[config.mk]
export PLATFORM = sky130hd
export DESIGN_NAME = masked_mean_stddev_stream
export DESIGN_NICKNAME = d
export VERILOG_FILES = /design/src/rtl/mms_pkg.sv /design/src/rtl/mms_ctrl.sv /design/src/rtl/mms_dp.sv /design/src/rtl/masked_mean_stddev_stream.sv
export SDC_FILE = /design/constraint.sdc
export NUM_CORES = 2
export LEC_CHECK = 0
export BUFFER_PORTS_ARGS = -buffer_cell sky130_fd_sc_hd__buf_4
export CAP_MARGIN = 20
export CORE_AREA = 2 2 464 328
export CTS_CLUSTER_DIAMETER = 80
export CTS_CLUSTER_SIZE = 20
export DETAILED_ROUTE_END_ITERATION = 16
export DIE_AREA = 0 0 466 330
export PLACE_DENSITY = 0.72
export SLEW_MARGIN = 20
export SYNTH_ARGS = -nofsm -noshare
export SYNTH_HDL_FRONTEND = slang
export SYNTH_HIERARCHICAL = 1
export SYNTH_SLANG_ARGS = --single-unit
[constraint.sdc]
create_clock -name clk -period 9.36 [get_ports clk]
set_input_delay 0.468 -clock clk [delete_from_list [all_inputs] [get_ports clk]]
set_output_delay 0.468 -clock clk [all_outputs]
set_load 0.05 [all_outputs]
[src/rtl/mms_pkg.sv]
// Shared types, widths and codes for the masked mean and deviation block.
`timescale 1ns / 1ps

package mms_pkg;

  localparam int SAMPLE_BITS = 16;
  localparam int VAL_W       = SAMPLE_BITS + 1;
  localparam int MAG_W       = SAMPLE_BITS;
  localparam int SQ_W        = 2 * MAG_W;
  localparam int CNT_W       = 17;
  localparam int SUM_W       = 34;
  localparam int SSQ_W       = 49;
  localparam int PROD_W      = CNT_W + SSQ_W + 1;
  localparam int MCAND_W     = SSQ_W;
  localparam int MPLR_W      = SUM_W;
  localparam int VAR_SHIFT   = 16;
  localparam int MEAN_SHIFT  = 8;
  localparam int DNUM_W      = PROD_W + VAR_SHIFT;
  localparam int DDEN_W      = 2 * CNT_W;
  localparam int ROOT_W      = 64;
  localparam int MEAN_W      = 25;
  localparam int SD_W        = 24;
  localparam int STATUS_W    = 2;
  localparam int ADDR_W      = 3;
  localparam int DATA_W      = 32;

  localparam int MUL_STEPS   = MPLR_W;
  localparam int DIV_STEPS   = DNUM_W;
  localparam int MUL_CNT_W   = $clog2(MUL_STEPS);
  localparam int DIV_CNT_W   = $clog2(DIV_STEPS);

  localparam logic [CNT_W-1:0]        MAX_COUNT = CNT_W'(65536);
  localparam logic signed [SUM_W-1:0] SUM_MAX   = {1'b0, {(SUM_W-1){1'b1}}};
  localparam logic signed [SUM_W-1:0] SUM_MIN   = {1'b1, {(SUM_W-1){1'b0}}};
  localparam logic [SD_W-1:0]         MEAN_LIM  = SD_W'(16776960);
  localparam logic [SD_W-1:0]         SD_LIM    = SD_W'(16776960);

  localparam logic [STATUS_W-1:0] ST_OK     = 2'd0;
  localparam logic [STATUS_W-1:0] ST_EMPTY  = 2'd1;
  localparam logic [STATUS_W-1:0] ST_SINGLE = 2'd2;
  localparam logic [STATUS_W-1:0] ST_OVF    = 2'd3;

  localparam logic REG_USE_DIFF   = 1'b0;
  localparam logic REG_SAMPLE_DIV = 1'b1;

  typedef enum logic [3:0] {
    S_ACCUM,
    S_PREP,
    S_MUL_A,
    S_MUL_B,
    S_MUL_C,
    S_DIV_M,
    S_DIV_V,
    S_ROOT,
    S_EMIT
  } state_t;

  typedef enum logic [1:0] {
    MUL_NS2,
    MUL_S1S1,
    MUL_ND
  } mul_sel_t;

  typedef enum logic {
    DIV_MEAN,
    DIV_VAR
  } div_sel_t;

  typedef struct packed {
    logic     accum;
    logic     mul_start;
    mul_sel_t mul_sel;
    logic     cap_p1;
    logic     cap_p2;
    logic     cap_p3;
    logic     div_start;
    div_sel_t div_sel;
    logic     cap_mean;
    logic     root_start;
    logic     emit;
  } cmd_t;

  typedef struct packed {
    logic mul_busy;
    logic div_busy;
    logic root_busy;
    logic out_free;
  } sts_t;

endpackage

[src/rtl/mms_ctrl.sv]
// Sequencer that steps the accumulate, multiply, divide and root phases.
`timescale 1ns / 1ps

module mms_ctrl (
  input  logic          clk,
  input  logic          rst_n,
  input  logic          in_tvalid,
  input  logic          in_tlast,
  input  mms_pkg::sts_t sts,
  output logic          in_tready,
  output mms_pkg::cmd_t cmd
);
  import mms_pkg::*;

  state_t state_r;
  state_t state_nxt;

  always_ff @(posedge clk) begin
    if (!rst_n) begin
      state_r <= S_ACCUM;
    end else begin
      state_r <= state_nxt;
    end
  end

  always_comb begin
    state_nxt = state_r;
    unique case (state_r)
      S_ACCUM: begin
        if (in_tvalid && in_tlast) state_nxt = S_PREP;
      end
      S_PREP:  state_nxt = S_MUL_A;
      S_MUL_A: begin
        if (!sts.mul_busy) state_nxt = S_MUL_B;
      end
      S_MUL_B: begin
        if (!sts.mul_busy) state_nxt = S_MUL_C;
      end
      S_MUL_C: begin
        if (!sts.mul_busy) state_nxt = S_DIV_M;
      end
      S_DIV_M: begin
        if (!sts.div_busy) state_nxt = S_DIV_V;
      end
      S_DIV_V: begin
        if (!sts.div_busy) state_nxt = S_ROOT;
      end
      S_ROOT: begin
        if (!sts.root_busy) state_nxt = S_EMIT;
      end
      S_EMIT: begin
        if (sts.out_free) state_nxt = S_ACCUM;
      end
      default: state_nxt = S_ACCUM;
    endcase
  end

  always_comb begin
    cmd       = '0;
    in_tready = 1'b0;
    unique case (state_r)
      S_ACCUM: begin
        in_tready = 1'b1;
        cmd.accum = in_tvalid;
      end
      S_PREP: begin
        cmd.mul_start = 1'b1;
        cmd.mul_sel   = MUL_NS2;
      end
      S_MUL_A: begin
        if (!sts.mul_busy) begin
          cmd.cap_p1    = 1'b1;
          cmd.mul_start = 1'b1;
          cmd.mul_sel   = MUL_S1S1;
        end
      end
      S_MUL_B: begin
        if (!sts.mul_busy) begin
          cmd.cap_p2    = 1'b1;
          cmd.mul_start = 1'b1;
          cmd.mul_sel   = MUL_ND;
        end
      end
      S_MUL_C: begin
        if (!sts.mul_busy) begin
          cmd.cap_p3    = 1'b1;
          cmd.div_start = 1'b1;
          cmd.div_sel   = DIV_MEAN;
        end
      end
      S_DIV_M: begin
        if (!sts.div_busy) begin
          cmd.cap_mean  = 1'b1;
          cmd.div_start = 1'b1;
          cmd.div_sel   = DIV_VAR;
        end
      end
      S_DIV_V: begin
        cmd.root_start = !sts.div_busy;
      end
      S_ROOT: begin
        cmd.emit = 1'b0;
      end
      S_EMIT: begin
        cmd.emit = sts.out_free;
      end
      default: begin
        cmd = '0;
      end
    endcase
  end

endmodule

[src/rtl/mms_dp.sv]
// Datapath: accumulators, shift-add multiplier, restoring divider, root and output register.
`timescale 1ns / 1ps

module mms_dp (
  input  logic                                 clk,
  input  logic                                 rst_n,
  input  mms_pkg::cmd_t                        cmd,
  output mms_pkg::sts_t                        sts,
  input  logic                                 use_diff,
  input  logic                                 sample_div,
  input  logic signed [mms_pkg::SAMPLE_BITS-1:0] first_value,
  input  logic signed [mms_pkg::SAMPLE_BITS-1:0] second_value,
  input  logic                                 include_req,
  input  logic                                 out_tready,
  output logic                                 out_tvalid,
  output logic signed [mms_pkg::MEAN_W-1:0]    mean_out,
  output logic [mms_pkg::SD_W-1:0]             stddev_out,
  output logic [mms_pkg::CNT_W-1:0]            count_out,
  output logic [mms_pkg::STATUS_W-1:0]         status
);
  import mms_pkg::*;

  // accumulators
  logic signed [SUM_W-1:0] sum_r;
  logic signed [SUM_W-1:0] sum_nxt;
  logic [SSQ_W-1:0]        ssq_r;
  logic [SSQ_W-1:0]        ssq_nxt;
  logic [CNT_W-1:0]        cnt_r;
  logic                    ovf_r;

  logic signed [VAL_W-1:0] val;
  logic [MAG_W-1:0]        val_mag;
  logic [SQ_W-1:0]         val_sq;
  logic signed [SUM_W:0]   sum_ext;
  logic [SSQ_W:0]          ssq_ext;

  always_comb begin
    if (use_diff) begin
      val = VAL_W'(first_value) - VAL_W'(second_value);
    end else begin
      val = VAL_W'(first_value);
    end
    val_mag = val[VAL_W-1] ? MAG_W'(-val) : MAG_W'(val);
    val_sq  = SQ_W'(val_mag) * SQ_W'(val_mag);
    sum_ext = (SUM_W+1)'(sum_r) + (SUM_W+1)'(val);
    if (sum_ext[SUM_W] != sum_ext[SUM_W-1]) begin
      sum_nxt = sum_ext[SUM_W] ? SUM_MIN : SUM_MAX;
    end else begin
      sum_nxt = sum_ext[SUM_W-1:0];
    end
    ssq_ext = {1'b0, ssq_r} + (SSQ_W+1)'(val_sq);
    ssq_nxt = ssq_ext[SSQ_W] ? {SSQ_W{1'b1}} : ssq_ext[SSQ_W-1:0];
  end

  always_ff @(posedge clk) begin
    if (!rst_n || cmd.emit) begin
      sum_r <= '0;
      ssq_r <= '0;
      cnt_r <= '0;
      ovf_r <= 1'b0;
    end else if (cmd.accum && include_req) begin
      if (cnt_r >= MAX_COUNT) begin
        ovf_r <= 1'b1;
      end else begin
        sum_r <= sum_nxt;
        ssq_r <= ssq_nxt;
        cnt_r <= cnt_r + CNT_W'(1);
      end
    end
  end

  logic                sum_neg;
  logic [SUM_W-1:0]    sum_mag;
  logic [CNT_W-1:0]    den_n;

  assign sum_neg = sum_r[SUM_W-1];
  assign sum_mag = sum_neg ? $unsigned(-sum_r) : $unsigned(sum_r);
  assign den_n   = sample_div ? cnt_r - CNT_W'(1) : cnt_r;

  // shift-add multiplier, multiplier bits taken MSB first
  logic [PROD_W-1:0]    mul_acc_r;
  logic [MCAND_W-1:0]   mul_cand_r;
  logic [MPLR_W-1:0]    mul_plier_r;
  logic [MUL_CNT_W-1:0] mul_cnt_r;
  logic                 mul_busy_r;

  always_ff @(posedge clk) begin
    if (!rst_n) begin
      mul_busy_r <= 1'b0;
      mul_cnt_r  <= '0;
    end else if (cmd.mul_start) begin
      mul_busy_r <= 1'b1;
      mul_cnt_r  <= '0;
    end else if (mul_busy_r) begin
      mul_cnt_r <= mul_cnt_r + MUL_CNT_W'(1);
      if (mul_cnt_r == MUL_CNT_W'(MUL_STEPS - 1)) mul_busy_r <= 1'b0;
    end
  end

  always_ff @(posedge clk) begin
    if (cmd.mul_start) begin
      mul_acc_r <= '0;
      unique case (cmd.mul_sel)
        MUL_NS2: begin
          mul_cand_r  <= ssq_r;
          mul_plier_r <= MPLR_W'(cnt_r);
        end
        MUL_S1S1: begin
          mul_cand_r  <= MCAND_W'(sum_mag);
          mul_plier_r <= sum_mag;
        end
        MUL_ND: begin
          mul_cand_r  <= MCAND_W'(cnt_r);
          mul_plier_r <= MPLR_W'(den_n);
        end
        default: begin
          mul_cand_r  <= '0;
          mul_plier_r <= '0;
        end
      endcase
    end else if (mul_busy_r) begin
      mul_acc_r   <= {mul_acc_r[PROD_W-2:0], 1'b0}
                   + (mul_plier_r[MPLR_W-1] ? PROD_W'(mul_cand_r) : PROD_W'(0));
      mul_plier_r <= {mul_plier_r[MPLR_W-2:0], 1'b0};
    end
  end

  logic [PROD_W-1:0] p1_r;
  logic [PROD_W-1:0] p2_r;
  logic [DDEN_W-1:0] p3_r;
  logic [PROD_W-1:0] var_diff;

  always_ff @(posedge clk) begin
    if (cmd.cap_p1) p1_r <= mul_acc_r;
    if (cmd.cap_p2) p2_r <= mul_acc_r;
    if (cmd.cap_p3) p3_r <= mul_acc_r[DDEN_W-1:0];
  end

  assign var_diff = (p1_r >= p2_r) ? p1_r - p2_r : '0;

  // restoring divider, one quotient bit per cycle
  logic [DNUM_W-1:0]    div_num_r;
  logic [DNUM_W-1:0]    div_quo_r;
  logic [DDEN_W-1:0]    div_rem_r;
  logic [DDEN_W-1:0]    div_den_r;
  logic [DIV_CNT_W-1:0] div_cnt_r;
  logic                 div_busy_r;
  logic [DDEN_W:0]      div_rem_sh;
  logic [DDEN_W:0]      div_rem_sub;
  logic                 div_ge;

  assign div_rem_sh  = {div_rem_r, div_num_r[DNUM_W-1]};
  assign div_ge      = div_rem_sh >= {1'b0, div_den_r};
  assign div_rem_sub = div_rem_sh - {1'b0, div_den_r};

  always_ff @(posedge clk) begin
    if (!rst_n) begin
      div_busy_r <= 1'b0;
      div_cnt_r  <= '0;
    end else if (cmd.div_start) begin
      div_busy_r <= 1'b1;
      div_cnt_r  <= '0;
    end else if (div_busy_r) begin
      div_cnt_r <= div_cnt_r + DIV_CNT_W'(1);
      if (div_cnt_r == DIV_CNT_W'(DIV_STEPS - 1)) div_busy_r <= 1'b0;
    end
  end

  always_ff @(posedge clk) begin
    if (cmd.div_start) begin
      div_rem_r <= '0;
      div_quo_r <= '0;
      unique case (cmd.div_sel)
        DIV_MEAN: begin
          div_num_r <= DNUM_W'({sum_mag, {MEAN_SHIFT{1'b0}}})
                     + DNUM_W'(cnt_r[CNT_W-1:1]);
          div_den_r <= DDEN_W'(cnt_r);
        end
        DIV_VAR: begin
          div_num_r <= {var_diff, {VAR_SHIFT{1'b0}}};
          div_den_r <= p3_r;
        end
      endcase
    end else if (div_busy_r) begin
      div_rem_r <= div_ge ? div_rem_sub[DDEN_W-1:0] : div_rem_sh[DDEN_W-1:0];
      div_num_r <= {div_num_r[DNUM_W-2:0], 1'b0};
      div_quo_r <= {div_quo_r[DNUM_W-2:0], div_ge};
    end
  end

  logic [SD_W-1:0]          mean_mag;
  logic signed [MEAN_W-1:0] mean_r;

  assign mean_mag = (div_quo_r > DNUM_W'(MEAN_LIM)) ? MEAN_LIM : div_quo_r[SD_W-1:0];

  always_ff @(posedge clk) begin
    if (cmd.cap_mean) begin
      mean_r <= sum_neg ? -MEAN_W'(mean_mag) : MEAN_W'(mean_mag);
    end
  end

  // bit-pair square root, two radicand bits per cycle
  logic [ROOT_W-1:0] root_x_r;
  logic [ROOT_W-1:0] root_res_r;
  logic [ROOT_W-1:0] root_bit_r;
  logic              root_sat_r;
  logic              root_busy_r;
  logic [ROOT_W-1:0] root_trial;
  logic [SD_W-1:0]   sd_val;

  assign root_trial = root_res_r + root_bit_r;

  always_ff @(posedge clk) begin
    if (!rst_n) begin
      root_busy_r <= 1'b0;
    end else if (cmd.root_start) begin
      root_busy_r <= 1'b1;
    end else if (root_busy_r && root_bit_r[0]) begin
      root_busy_r <= 1'b0;
    end
  end

  always_ff @(posedge clk) begin
    if (cmd.root_start) begin
      root_x_r   <= div_quo_r[ROOT_W-1:0];
      root_sat_r <= |div_quo_r[DNUM_W-1:ROOT_W];
      root_res_r <= '0;
      root_bit_r <= ROOT_W'(1) << (ROOT_W - 2);
    end else if (root_busy_r) begin
      if (root_x_r >= root_trial) begin
        root_x_r   <= root_x_r - root_trial;
        root_res_r <= (root_res_r >> 1) + root_bit_r;
      end else begin
        root_res_r <= root_res_r >> 1;
      end
      root_bit_r <= root_bit_r >> 2;
    end
  end

  assign sd_val = (root_sat_r || root_res_r > ROOT_W'(SD_LIM)) ? SD_LIM
                : root_res_r[SD_W-1:0];

  // result register
  logic                     out_valid_r;
  logic signed [MEAN_W-1:0] mean_out_r;
  logic [SD_W-1:0]          sd_out_r;
  logic [CNT_W-1:0]         cnt_out_r;
  logic [STATUS_W-1:0]      status_r;

  always_ff @(posedge clk) begin
    if (!rst_n) begin
      out_valid_r <= 1'b0;
    end else if (cmd.emit) begin
      out_valid_r <= 1'b1;
    end else if (out_tready) begin
      out_valid_r <= 1'b0;
    end
  end

  always_ff @(posedge clk) begin
    if (cmd.emit) begin
      cnt_out_r <= cnt_r;
      priority if (cnt_r == '0) begin
        status_r   <= ST_EMPTY;
        mean_out_r <= '0;
        sd_out_r   <= '0;
      end else if (sample_div && cnt_r == CNT_W'(1)) begin
        status_r   <= ST_SINGLE;
        mean_out_r <= mean_r;
        sd_out_r   <= '0;
      end else begin
        status_r   <= ovf_r ? ST_OVF : ST_OK;
        mean_out_r <= mean_r;
        sd_out_r   <= sd_val;
      end
    end
  end

  assign out_tvalid = out_valid_r;
  assign mean_out   = mean_out_r;
  assign stddev_out = sd_out_r;
  assign count_out  = cnt_out_r;
  assign status     = status_r;

  assign sts.mul_busy  = mul_busy_r;
  assign sts.div_busy  = div_busy_r;
  assign sts.root_busy = root_busy_r;
  assign sts.out_free  = !out_valid_r || out_tready;

endmodule

[src/rtl/masked_mean_stddev_stream.sv]
// Top level: register port, sequencer and datapath of the masked mean and deviation block.
`timescale 1ns / 1ps

// Takes one sample beat per cycle while a set is being gathered; beats with the include
// flag low only pass by. A beat with tlast closes the set: in_tready then stays low
// while one shift-add multiplier forms N*S2, S1*S1 and N*D (34 steps each), one
// restoring divider forms the mean and the variance (83 steps each) and a bit-pair square
// root gives the deviation (32 steps). If the previous result has not been taken by then,
// the block holds until it is. The result sits in an output register, so gathering of
// the next set goes on while it waits.

module masked_mean_stddev_stream (
  input  logic                         clk,
  input  logic                         rst_n,
  input  logic                         cfg_psel,
  input  logic                         cfg_penable,
  input  logic                         cfg_pwrite,
  input  logic [mms_pkg::ADDR_W-1:0]   cfg_paddr,
  input  logic [mms_pkg::DATA_W-1:0]   cfg_pwdata,
  output logic [mms_pkg::DATA_W-1:0]   cfg_prdata,
  output logic                         cfg_pready,
  input  logic                         in_tvalid,
  output logic                         in_tready,
  input  logic [31:0]                  in_tdata,   // first_value, second_value
  input  logic [0:0]                   in_tuser,   // include_req
  input  logic                         in_tlast,
  output logic                         out_tvalid,
  input  logic                         out_tready,
  output logic [71:0]                  out_tdata,  // mean_out, stddev_out, count_out, pad
  output logic [1:0]                   out_tuser   // status
);
  import mms_pkg::*;

  logic use_diff_r;
  logic sample_div_r;
  logic cfg_wr;
  logic cfg_sel;

  assign cfg_pready = 1'b1;
  assign cfg_wr     = cfg_psel && cfg_penable && cfg_pwrite && cfg_pready;
  assign cfg_sel    = cfg_paddr[2];

  always_ff @(posedge clk) begin
    if (!rst_n) begin
      use_diff_r   <= 1'b0;
      sample_div_r <= 1'b1;
    end else if (cfg_wr) begin
      unique case (cfg_sel)
        REG_USE_DIFF:   use_diff_r   <= cfg_pwdata[0];
        REG_SAMPLE_DIV: sample_div_r <= cfg_pwdata[0];
      endcase
    end
  end

  always_comb begin
    unique case (cfg_sel)
      REG_USE_DIFF:   cfg_prdata = DATA_W'(use_diff_r);
      REG_SAMPLE_DIV: cfg_prdata = DATA_W'(sample_div_r);
    endcase
  end

  cmd_t                     cmd;
  sts_t                     sts;
  logic signed [MEAN_W-1:0] mean_out;
  logic [SD_W-1:0]          stddev_out;
  logic [CNT_W-1:0]         count_out;
  logic [STATUS_W-1:0]      status;

  mms_ctrl u_ctrl (
    .clk       (clk),
    .rst_n     (rst_n),
    .in_tvalid (in_tvalid),
    .in_tlast  (in_tlast),
    .sts       (sts),
    .in_tready (in_tready),
    .cmd       (cmd)
  );

  mms_dp u_dp (
    .clk          (clk),
    .rst_n        (rst_n),
    .cmd          (cmd),
    .sts          (sts),
    .use_diff     (use_diff_r),
    .sample_div   (sample_div_r),
    .first_value  ($signed(in_tdata[15:0])),
    .second_value ($signed(in_tdata[31:16])),
    .include_req  (in_tuser[0]),
    .out_tready   (out_tready),
    .out_tvalid   (out_tvalid),
    .mean_out     (mean_out),
    .stddev_out   (stddev_out),
    .count_out    (count_out),
    .status       (status)
  );

  assign out_tdata = {6'b0, count_out, stddev_out, mean_out};
  assign out_tuser = status;

endmodule

Word level (Yosys, flattened, before mapping)
Index checks and enable logic that the tools add are counted.
- $add $sub $neg: 17
- multiply operators: 1
- order comparisons: 6
- equal/unequal tests: 22
- mux-type cells: 61
- bitwise gates (word level): 4
- reduce and logical (&&, ||, !) cells: 32
- operator list (kind ; count):
    two-way mux 64 bit ; 4
    two-way mux 34 bit ; 6
    two-way mux 83 bit ; 2
    one-hot mux 83 bit (2 select lines) ; 1
    one-hot mux 49 bit (3 select lines) ; 1
    one-hot mux 34 bit (3 select lines) ; 1
    two-way mux 49 bit ; 2
    greater-than comparator 83 x 24 -> 1 bit (second input constant) ; 1
    two-way mux 24 bit ; 3
    one-hot mux 34 bit (2 select lines) ; 1
    adder 67 bit ; 1
    >= comparator 67 bit ; 1
    two-way mux 67 bit ; 1
    subtractor 67 bit ; 1
    adder 63 x 63 -> 64 bit ; 1
    adder 64 x 63 -> 64 bit ; 1
    >= comparator 64 bit ; 1
    greater-than comparator 64 x 24 -> 1 bit (second input constant) ; 1
    one-hot mux 32 bit (2 select lines) ; 1
    subtractor 64 bit ; 1
    adder 49 x 32 -> 50 bit ; 1
    adder 42 x 16 -> 43 bit ; 1
    two-way mux 4 bit ; 9
    one-hot mux 4 bit (9 select lines) ; 1
    other kinds (45) ; 99
- bits in registers: 930
- bits of input ports: 76
- output and inout bits: 109
- word-level logic and storage cells: 177

Logic depth before layout (Yosys ltp)
- word-level depth: 7
- depth in mapped cells: 43
- mapped depth without buffers: 40

Modules after synthesis
The synthesis kept the hierarchy.
- by module, submodules not included (module ; times used ; cells an instance ; area each (um2) ; sequential area each (um2)):
    mms_dp ; 1 ; 7329 ; 65948.2 ; 23762.8
    masked_mean_stddev_stream ; 1 ; 51 ; 399.1 ; 40.0
    mms_ctrl ; 1 ; 51 ; 399.1 ; 80.1

Worst setup path after synthesis
No wires, ideal clock.
- path kind: register to register
- start: reg u_ctrl.state_r[0]
- end: reg u_dp.mul_plier_r[0], enable pin
- setup time: 0.389 ns
- arrival: 9.707 ns
- data required time: 8.971 ns
- path slack: -0.736 ns
- stages on the path, launching flop included: 7
- buffers on the path: 2
- clock period less this slack: 10.096 ns
- path through: dfxtp_1 buf_4 nor2_1 a2111oi_0 clkbuf_1 nor2_1 inv_1
- RTL lines (what ; RTL line ; source):
    start: declaration ; mms_ctrl.sv:15 ; state_t state_r;
    start signal: assignment ; mms_ctrl.sv:22 ; state_r <= state_nxt;
    end signal: assignment ; mms_dp.sv:106 ; mul_plier_r <= MPLR_W'(cnt_r);
    end signal: assignment ; mms_dp.sv:110 ; mul_plier_r <= sum_mag;
    end signal: assignment ; mms_dp.sv:114 ; mul_plier_r <= MPLR_W'(den_n);
    end: declaration ; mms_dp.sv:83 ; logic [MPLR_W-1:0] mul_plier_r;

Final worst setup path
- start: reg use_diff_r
- end: reg u_dp.ssq_r[48]
- cells in the longest elaborated chain, start to end: 6
- RTL lines (what ; RTL line ; source):
    start: declaration ; masked_mean_stddev_stream.sv:34 ; logic use_diff_r;
    start signal: assignment ; masked_mean_stddev_stream.sv:49 ; REG_USE_DIFF: use_diff_r <= cfg_pwdata[0];
    two-way mux 17 bit (*) ; mms_dp.sv:38 ; if (use_diff) begin
    negation 16 bit ; mms_dp.sv:43 ; val_mag = val[VAL_W-1] ? MAG_W'(-val) : MAG_W'(val);
    two-way mux 16 bit (*) ; mms_dp.sv:43 ;
    multiplier 16 x 16 -> 32 bit (*) ; mms_dp.sv:44 ; val_sq = SQ_W'(val_mag) * SQ_W'(val_mag);
    adder 49 x 32 -> 50 bit (*) ; mms_dp.sv:51 ; ssq_ext = {1'b0, ssq_r} + (SSQ_W+1)'(val_sq);
    two-way mux 49 bit (*) ; mms_dp.sv:52 ; ssq_nxt = ssq_ext[SSQ_W] ? {SSQ_W{1'b1}} : ssq_ext[SSQ_W-1:0];
    end signal: assignment ; mms_dp.sv:66 ; ssq_r <= ssq_nxt;
    end: declaration ; mms_dp.sv:26 ; logic [SSQ_W-1:0] ssq_r;
Mark *: on every way between the ends. The rest lies on a longest branch, timed or not.
A chain may end at the register's enable or synchronous reset.

==> flow_summary_export.csv <==
group,metric,value,unit
synthesis,yosys_register_bits,930,
timing,setup_violations,0,
timing,fmax,113,MHz
pwr,leakagePower,30.1,nW
worst_setup_path,cp_data_required_time,9890,ps
synthesis,ys_warn_count,6,
die,die_h,330,µm
synthesis,synth_area,66700,µm²
die,fp.dieW,466,µm
global_route,antenna_found_initial,2,
synthesis,ys.flop_type,"edfxtp_1",
outcome,status,"complete, no violations",
die,design.die.area,154000,µm²
worst_setup_path,worst-r2r-setup-slack,540,ps
routing,drc_errors,0,
place,place_congestion,0.928,
worst_setup_path,crit_type,"register to register",
routing,highest_layer,"met5",
die,design.core.area,149000,µm²
clock_network,clk_path_buf_depth,3,
timing,fin_crit,8820,ps
synthesis,netlist_instances,7431,
routing,wl_met1,87400,µm
global_route,overflow,0,
hold_path,whs_path_depth,3,
worst_setup_path,cpMaxStageDelayCell,"fa_1",
timing,hold_violations,0,
clock_network,cts_made_buffers,57,
timing,fin_crit_sh,0.943,
routing,first_pass_iters,7,
worst_setup_path,timing.rr.start,"use_diff_r$_SDFFE_PN0P_",
routing,met3_length,16300,µm
flow_run,maxCapViolations,0,
place,place.port_buffers,113,
timing,worst_pin_slew,1110,ps
worst_setup_path,max_stage_delay,550,ps
layout,drive_above_1_share,0.0830,
place,post-dp-hpwl,138000,µm
worst_setup_path,cp-start-kind,"register",
worst_setup_path,endpoint_kind,"register",
timing,hold_slack,55.7,ps
layout,fin_nets,8198,
pwr,ir_drop,0.00149,V
global_route,first_global_vias,50600,
global_route,grt_max_degree,179,
global_route,grt_pass1_wl,284000,µm
routing,met2_length,74000,µm
synthesis,ys_async_sr_fraction,0,
routing,ant_nets,0,
worst_setup_path,critical_path_peak_fanout,28,
synthesis,synth-edff-count,526,
hold_path,holdPathEnd,"u_dp/ovf_r$_SDFFE_PP0P_",
routing,avgRoutedWirePerCell,19.1,µm
synthesis,syn-mean-instance-area,8.98,µm²
worst_setup_path,reg2reg_depth,37,
worst_setup_path,regToRegEndpoint,"u_dp/ssq_r[48]$_SDFFE_PP0P_",
timing,drv_slew,0,
timing,finalWorstSetupSlack,536,ps
routing,num_vias,55200,
clock_network,clk_pin_slew_worst_paths,90,ps
timing,clock_skew,40.8,ps
die,rows,119,
layout,area_delta_synth_final,8.70,%
clock_network,cts_num_sinks,930,
routing,drt_iter0_markers,5867,
routing,via_per_inst,5.80,
synthesis,ys_seq_area_frac,0.358,
place,post-place-ws,-700,ps
worst_setup_path,arrival,9360,ps
clock_network,insertion_delay,710,ps
clock_network,h-tree-depth,2,
hold_path,hold_class,"input port to register",
pwr,pwr_density_cell,423,nW/µm²
timing,relSlewSlack,0.257,
synthesis,yosysUniqueCellTypes,100,
clock_network,cts_tree,"done",
die,start_util,0.447,
global_route,track_usage,0.228,
die,ios,185,
hold_path,hold_start,"in_tuser",
clock_network,cts_root_buffer,"clkbuf_16",
routing,drt-total-wl,182000,µm
## worst max-delay path by stage
stage,from,end,slack (ps),cells after the start
floorplan,in_tdata[18],u_dp/ssq_r[46]$_SDFFE_PP0P_,20,39
global placement,in_tdata[0],u_dp/ssq_r[46]$_SDFFE_PP0P_,-420,37
detailed placement,in_tdata[0],u_dp/ssq_r[46]$_SDFFE_PP0P_,-700,38
CTS,in_tdata[0],u_dp/ssq_r[48]$_SDFFE_PP0P_,4,39
global route,in_tdata[0],u_dp/ssq_r[46]$_SDFFE_PP0P_,-3,41
finish,use_diff_r$_SDFFE_PN0P_,u_dp/ssq_r[48]$_SDFFE_PP0P_,540,37
## registers in the layout, summed over array words and instances (netlist names), 49 cells and up
name,flops
u_dp/div_num_r,83
u_dp/div_quo_r,83
u_dp/mul_acc_r,67
u_dp/mul_cand_r,49
u_dp/p1_r,67
u_dp/p2_r,67
u_dp/root_res_r,64
u_dp/root_x_r,64
u_dp/ssq_r,49
## placed cells by master, fill, tap and decap left out, types with 248 or more instances in the layout
cell type,Yosys,routed
dfxtp_1,404,399
ha_1,454,453
nand2_1,606,603
buf_4,45,358
edfxtp_1,526,526
xnor2_1,252,248
nor2_1,698,691
a21oi_1,486,486
inv_1,629,628
o21ai_0,434,434
## worst max-delay path: cells and delay by family, from the launching register on
family / cells / cell delay, ps
AOI/OAI and AO/OA: 3 / 600
xor gates and xnor gates: 1 / 140
adders and majority gates: 7 / 3420
buffers and inverters: 11 / 1270
DFF: 1 / 440
muxes: 1 / 290
and+or+nand+nor: 14 / 2420
## per-stage QoR
| stage | instance area, µm² | total power [W] | setup TNS, ps | cells | utilization |
|---|---|---|---|---|---|
| final | 72600 | 0.0307 | 0 | 9516 | 0.486 |
| after detailed placement | 70600 | 0.0276 | -20840 | 9403 | 0.473 |
| after floorplan | 67000 | 0.0212 | 0 | 7467 | - |
| after CTS | 72400 | 0.0305 | 0 | 9512 | 0.485 |
| after global placement | 70600 | 0.0273 | -9890 | 9403 | 0.473 |
| after global routing | 72500 | 0.0335 | -3.39 | 9513 | 0.486 |
## cell usage after synthesis, drive strengths merged, types with 39 or more instances
| cell type | instances | area, µm² |
|---|---|---|
| fa | 200 | 4000 |
| nand2 | 606 | 2270 |
| a31oi | 106 | 663 |
| edfxtp | 526 | 15800 |
| o21a | 65 | 488 |
| nand3 | 107 | 536 |
| clkbuf | 340 | 1280 |
| ha | 454 | 5680 |
| mux2i | 178 | 1780 |
| o21bai | 48 | 360 |
| nor3 | 109 | 551 |
| or3 | 59 | 374 |
| o21ai | 455 | 2280 |
| xnor2 | 252 | 2210 |
| and3 | 52 | 325 |
| nor4 | 57 | 372 |
| and2 | 145 | 907 |
| a21oi | 486 | 2430 |
| a211oi | 101 | 758 |
| nor2b | 71 | 444 |
| nor2 | 698 | 2620 |
| xor2 | 219 | 1920 |
| buf | 83 | 492 |
| dfxtp | 404 | 8090 |
| o31ai | 49 | 368 |
| a21o | 227 | 1700 |
| inv | 635 | 2380 |
| a221oi | 56 | 490 |
| nand2b | 62 | 388 |
| mux2 | 39 | 443 |
| nand4 | 105 | 657 |
## kinds of logic after synthesis
logic type | share of synthesized area
mux | 0.0333
xor+xnor | 0.0618
fa+ha+maj | 0.146
other cells | 0.000113
buf+inv | 0.0623
compound gates | 0.187
flops | 0.358
simple gates | 0.152
## layer usage
metal  GRT usage  up-vias
li1            -    26300
met1       0.358    26400
met2       0.326     2244
met3      0.0322      220
met4      0.0524        4
met5           0        -
## repair_timing
action,4_1_cts,5_1_grt
hold buffers,1,0
hold endpoints to repair,1,0
setup buffers,0,0
gates resized for setup,0,23
endpoints found under the setup margin,0,49
## report_power, final
group	internal (W)	total (W)	switching, W	leakage, nW
combinational	0.00940	0.0214	0.0120	21.0
clock	0.00126	0.00276	0.00150	0.880
sequential	0.00567	0.00658	0.000908	8.21
total	0.0163	0.0307	0.0144	30.1
## cell type report
| cell class | instances | area (µm²) |
|---|---|---|
| antenna | 3 | 7.51 |
| clock buffer | 91 | 1630 |
| clock inverter | 17 | 216 |
| fill | 13800 | 76800 |
| inverter | 637 | 2390 |
| multi-input combinational | 5477 | 39100 |
| sequential | 930 | 23900 |
| tap | 1996 | 2500 |
| timing repair buffer | 365 | 2790 |
(Power assumes the default switching activity.)
